===== src/segment_segment_closest_points_assert.svh =====
// Assertion macros for the closest-points block.
`ifndef SEGMENT_SEGMENT_CLOSEST_POINTS_ASSERT_SVH
`define SEGMENT_SEGMENT_CLOSEST_POINTS_ASSERT_SVH
`ifndef NO_ASSERTIONS
`define SSC_ASSERT_IMP(lbl, clk, rst_n, ante, cons) \
  lbl: assert property (@(posedge clk) disable iff (!rst_n) (ante) |-> (cons)) \
    else $error("ssc assertion failed");
`define SSC_ASSERT_NXT(lbl, clk, rst_n, ante, cons) \
  lbl: assert property (@(posedge clk) disable iff (!rst_n) (ante) |=> (cons)) \
    else $error("ssc assertion failed");
`else
`define SSC_ASSERT_IMP(lbl, clk, rst_n, ante, cons)
`define SSC_ASSERT_NXT(lbl, clk, rst_n, ante, cons)
`endif
`endif


===== src/ssc_pkg.sv =====
// Types and constants shared by the closest-points block.
`timescale 1ns / 1ps
package ssc_pkg;

  localparam int FRAC_BITS = 16;
  localparam logic [FRAC_BITS:0] ONE_Q16 = 17'h10000;

  typedef enum logic [2:0] {
    CASE_BOTH_PT  = 3'd0,
    CASE_SEG1_PT  = 3'd1,
    CASE_SEG2_PT  = 3'd2,
    CASE_PARALLEL = 3'd3,
    CASE_GENERAL  = 3'd4
  } ssc_case_e;

  typedef struct packed {
    logic signed [15:0] seg1_start_x;
    logic signed [15:0] seg1_start_y;
    logic signed [15:0] seg1_start_z;
    logic signed [15:0] seg1_end_x;
    logic signed [15:0] seg1_end_y;
    logic signed [15:0] seg1_end_z;
    logic signed [15:0] seg2_start_x;
    logic signed [15:0] seg2_start_y;
    logic signed [15:0] seg2_start_z;
    logic signed [15:0] seg2_end_x;
    logic signed [15:0] seg2_end_y;
    logic signed [15:0] seg2_end_z;
  } ssc_in_t;

  typedef struct packed {
    logic signed [15:0] near1_x;
    logic signed [15:0] near1_y;
    logic signed [15:0] near1_z;
    logic signed [15:0] near2_x;
    logic signed [15:0] near2_y;
    logic signed [15:0] near2_z;
    logic [16:0]        param_s;
    logic [16:0]        param_t;
    logic [2:0]         case_taken;
  } ssc_out_t;

endpackage


===== src/ssc_div.sv =====
// Pipelined restoring divider giving a ratio clamped to [0,1] in Q1.16.
`timescale 1ns / 1ps
module ssc_div #(
  parameter int NW = 36,
  parameter int DW = 34
) (
  input  logic                          clk_i,
  input  logic                          en_i,
  input  logic signed [NW-1:0]          num_i,
  input  logic [DW-1:0]                 den_i,
  output logic [ssc_pkg::FRAC_BITS:0]   quo_o
);

  localparam int FB = ssc_pkg::FRAC_BITS;
  localparam int CW = ((NW > DW) ? NW : DW) + 1;

  logic signed [CW-1:0] num_x, den_x;
  logic                 zero_w, one_w;

  logic [DW-1:0] rem_q [FB+1];
  logic [DW-1:0] den_q [FB+1];
  logic [FB-1:0] quo_q [FB+1];
  logic          zero_q [FB+1];
  logic          one_q [FB+1];

  logic [DW:0] sh_w [FB];
  logic [DW:0] dif_w [FB];
  logic        ge_w [FB];

  assign num_x  = CW'(num_i);
  assign den_x  = $signed({{(CW-DW){1'b0}}, den_i});
  assign zero_w = (num_x <= 0);
  assign one_w  = (num_x >= den_x);

  always_comb begin
    for (int k = 0; k < FB; k++) begin
      sh_w[k]  = {rem_q[k], 1'b0};
      dif_w[k] = sh_w[k] - {1'b0, den_q[k]};
      ge_w[k]  = (sh_w[k] >= {1'b0, den_q[k]});
    end
  end

  // one quotient bit per stage
  always_ff @(posedge clk_i) begin
    if (en_i) begin
      rem_q[0]  <= num_x[DW-1:0];
      den_q[0]  <= den_i;
      quo_q[0]  <= '0;
      zero_q[0] <= zero_w;
      one_q[0]  <= one_w;
      for (int k = 1; k <= FB; k++) begin
        rem_q[k]  <= ge_w[k-1] ? dif_w[k-1][DW-1:0] : sh_w[k-1][DW-1:0];
        den_q[k]  <= den_q[k-1];
        quo_q[k]  <= {quo_q[k-1][FB-2:0], ge_w[k-1]};
        zero_q[k] <= zero_q[k-1];
        one_q[k]  <= one_q[k-1];
      end
    end
  end

  assign quo_o = one_q[FB]  ? ssc_pkg::ONE_Q16 :
                 zero_q[FB] ? '0 : {1'b0, quo_q[FB]};

endmodule


===== config.mk =====
export PLATFORM = sky130hd
export DESIGN_NAME = ssc_div
export DESIGN_NICKNAME = d
export VERILOG_FILES = /design/src/segment_segment_closest_points_assert.svh /design/src/ssc_pkg.sv /design/src/ssc_div.sv
export SDC_FILE = /design/constraint.sdc
export NUM_CORES = 2
export LEC_CHECK = 0
export BUFFER_PORTS_ARGS = -buffer_cell sky130_fd_sc_hd__buf_2
export CAP_MARGIN = 40
export CORE_UTILIZATION = 60
export DETAILED_ROUTE_END_ITERATION = 8
export MAX_ROUTING_LAYER = met4
export PLACE_DENSITY_LB_ADDON = 0.1
export RECOVER_POWER = 100
export SETUP_SLACK_MARGIN = 0.05
export SYNTH_ARGS = -nofsm -noshare
export SYNTH_HDL_FRONTEND = slang
export SYNTH_SLANG_ARGS = --single-unit

===== constraint.sdc =====
create_clock -name clk_i -period 6 [get_ports clk_i]
set_clock_uncertainty 0.15 [all_clocks]
set_input_delay 0 -clock clk_i [delete_from_list [all_inputs] [get_ports clk_i]]
set_output_delay 0 -clock clk_i [all_outputs]
set_load 0.02 [all_outputs]

==> impl_metrics.env <==
export IMPL_status="complete, but fails checks"
export IMPL_violations="max-capacitance violations, max-slew violations"
export IMPL_wl_um=176000
export IMPL_gp_congestion=1.01
export IMPL_num_vias=50541
export IMPL_ys_ff_latch=1258
export IMPL_wire_per_inst_um=20.6
export IMPL_yosysWarnings=0
export IMPL_clock_latency_ns=0.80
export IMPL_initial_core_util=0.607
export IMPL_clock_power_share=0.206
export IMPL_synth_cell_types=97
export IMPL_crit_type="flip-flop to flip-flop"
export IMPL_cts_resized=0
export IMPL_final_layout_size_suffix_gt1_frac=0.0720
export IMPL_die_y_um=351
export IMPL_fmax_mhz=197
export IMPL_grt_first_pass_wirelength_um=272000
export IMPL_finalSetupViolations=0
export IMPL_swShare=0.377
export IMPL_detail_route_drc_violations=0
export IMPL_ios=89
export IMPL_synth_common_cells="edfxtp_1, inv_1, a21oi_1"
export IMPL_fin_crit_ns=5.09
export IMPL_dp_cells=8145
export IMPL_finalWorstSetupSlack_ns=0.912
export IMPL_final_nets=7480
export IMPL_ant_nets=0
export IMPL_leakagePower_nw=33.7
export IMPL_firstDrtPassIters=6
export IMPL_clockBufferDepth=3
export IMPL_dr_wl_met3_um=5470
export IMPL_ys_seq_area_frac=0.517
export IMPL_min_period_over_period=0.848
export IMPL_die_area_um2=123000
export IMPL_path_max_fanout=48
export IMPL_cts_sinks=1258
export IMPL_p_int_mw=26.9
export IMPL_setup_tns_final_ns=0
export IMPL_wl_met1_um=57400
export IMPL_p_seq_frac=0.330
export IMPL_clkTransAtPathRegs_ns=0.06
export IMPL_cts_tree="done"
export IMPL_grt_use_total=0.295
export IMPL_synth_top_cell_by_area="edfxtp_1"
export IMPL_die_x_um=351
export IMPL_syn_area_per_cell_um2=11.2
export IMPL_pwr_share_comb=0.464
export IMPL_synth_top_cell_area_share=0.517
export IMPL_dpl_worst_slack_ns=1.48
export IMPL_fin_util=0.675
export IMPL_required_ns=6.39
export IMPL_cts_setup_buffers=0
export IMPL_synth_area_leaders="edfxtp_1, ha_1, a21oi_1"
export IMPL_ctsHoldBuffers=140
export IMPL_hold_violations=0
export IMPL_fp_coreArea_um2=120000
export IMPL_vdd_drop_max_uv=361
export IMPL_synth_edf_count=1258
export IMPL_topRoutingLayerUsed="met4"
export IMPL_numCtsBuffers=140
export IMPL_syn_nets=7213
export IMPL_worst_ep_arrival_time_ns=5.48
export IMPL_hp_class="primary input to flip-flop"
export IMPL_syn_inst=6549
export IMPL_maxSlewViolCount=682
export IMPL_p_switching_mw=16.3
export IMPL_syn_area_um2=73100
export IMPL_async_flop_share=0
export IMPL_ctsRootBufferMaster="clkbuf_16"
export IMPL_fin_area_um2=81200
export IMPL_cts_max_level=4
export IMPL_overflow=0
export IMPL_cap_violations=13
export IMPL_rsz0062_at_grt="false"
export IMPL_post_dp_cell_area_um2=75500
export IMPL_worst_pin_slew_ns=3.65
export IMPL_syn2layout_area_growth_pct=11.1
export IMPL_wl_met2_um=97800
export IMPL_antenna_found_initial=1
export IMPL_p_per_area_nw_per_um2=532
export IMPL_synth_most_common_cell="edfxtp_1"
export IMPL_start_kind="flip-flop"
export IMPL_grt_pass1_vias=52316
export IMPL_hold_ws_ns=0.223
export IMPL_rows=127
export IMPL_layout_cells_non_filler=8533
export IMPL_portBuffers=88
export IMPL_viasPerCell=5.92
export IMPL_power_mw=43.2
export IMPL_post_dp_hpwl_um=130000
export IMPL_drtIter0Drc=3095
export IMPL_end_kind="flip-flop"
export IMPL_synthFlopType="edfxtp_1"
export IMPL_grt_max_degree=185
export IMPL_slew_headroom=-1.43
==> layout make-up <==
cell class	instances	area, um2
fillers	8806	39100
flip-flops and latches	1258	37800
multi-input cells	4421	31700
clock buffers	161	3600
inverters	716	2690
repair buffers	279	2200
well taps	1612	2020
clock inverters	83	1120
diodes	3	7.51
==> placed cells by master, fill, tap and decap left out, types with 141 or more instances in the layout <==
master        n
a21oi_1     632
inv_1       715
ha_1        577
edfxtp_1   1258
o21ai_0     328
nand2_1     340
nor2_1      436
xor2_1      168
xnor2_1     268
mux2_2      189
clkbuf_16   141
a21o_1      307
==> cell families (layout without fill, tap and decap cells) <==
group           after synthesis  in the layout  synth area share
compound gates             1775           1775             0.154
xor+xnor                    436            436            0.0523
fa+ha+maj                   592            592             0.103
buf+inv                     870           1239            0.0461
flops                      1258           1258             0.517
mux                         240            240            0.0382
other cells                   0              3                 0
simple gates               1378           1378            0.0896
==> power groups by stage <==
stage	Sequential, mW	Clock (mW)	Combinational, mW
after CTS	14.2	9.02	20.2
after floorplan	13.9	0	15.3
after global routing	14.5	9.36	22.0
after detailed placement	14.4	0	19.9
final	14.3	8.89	20.0
after global placement	14.3	0	19.5
==> worst max-delay path: stages (launching register included) <==
cell	delay, ns
edfxtp_1	0.41
ha_1	0.36
nand2_1	0.17
o21bai_1	0.25
a31oi_1	0.37
a311oi_1	0.25
o31ai_4	0.37
a41oi_1	0.44
o41ai_2	1.32
buf_12	0.31
mux2_2	0.36
==> state kept, by name (all words and copies together), names as in the netlist <==
| name | cells |
|---|---|
| one_q | 17 |
| den_q | 544 |
| quo_q | 136 |
| rem_q | 544 |
| zero_q | 17 |
==> per-layer routing <==
metal  global-route usage  up-vias
li1                     -    24539
met3               0.0366      620
met4                0.231        0
met5                    -        -
met2                0.572     1395
met1                0.250    23987
==> path summary, 6_finish.rpt <==
| path | from | end | slack [ns] | cells past startpoint |
|---|---|---|---|---|
| setup / recovery | rem_q[0][275] | rem_q[0][309] | 0.91 | 10 |
| hold / removal | num_i[35] | one_q[0][0] | 0.22 | 3 |
| setup reg to reg | rem_q[0][275] | rem_q[0][309] | 0.91 | 10 |
| hold reg to reg | quo_q[0][193] | quo_q[0][210] | 0.26 | 0 |
No activity file was read; power rests on OpenSTA's default activity.
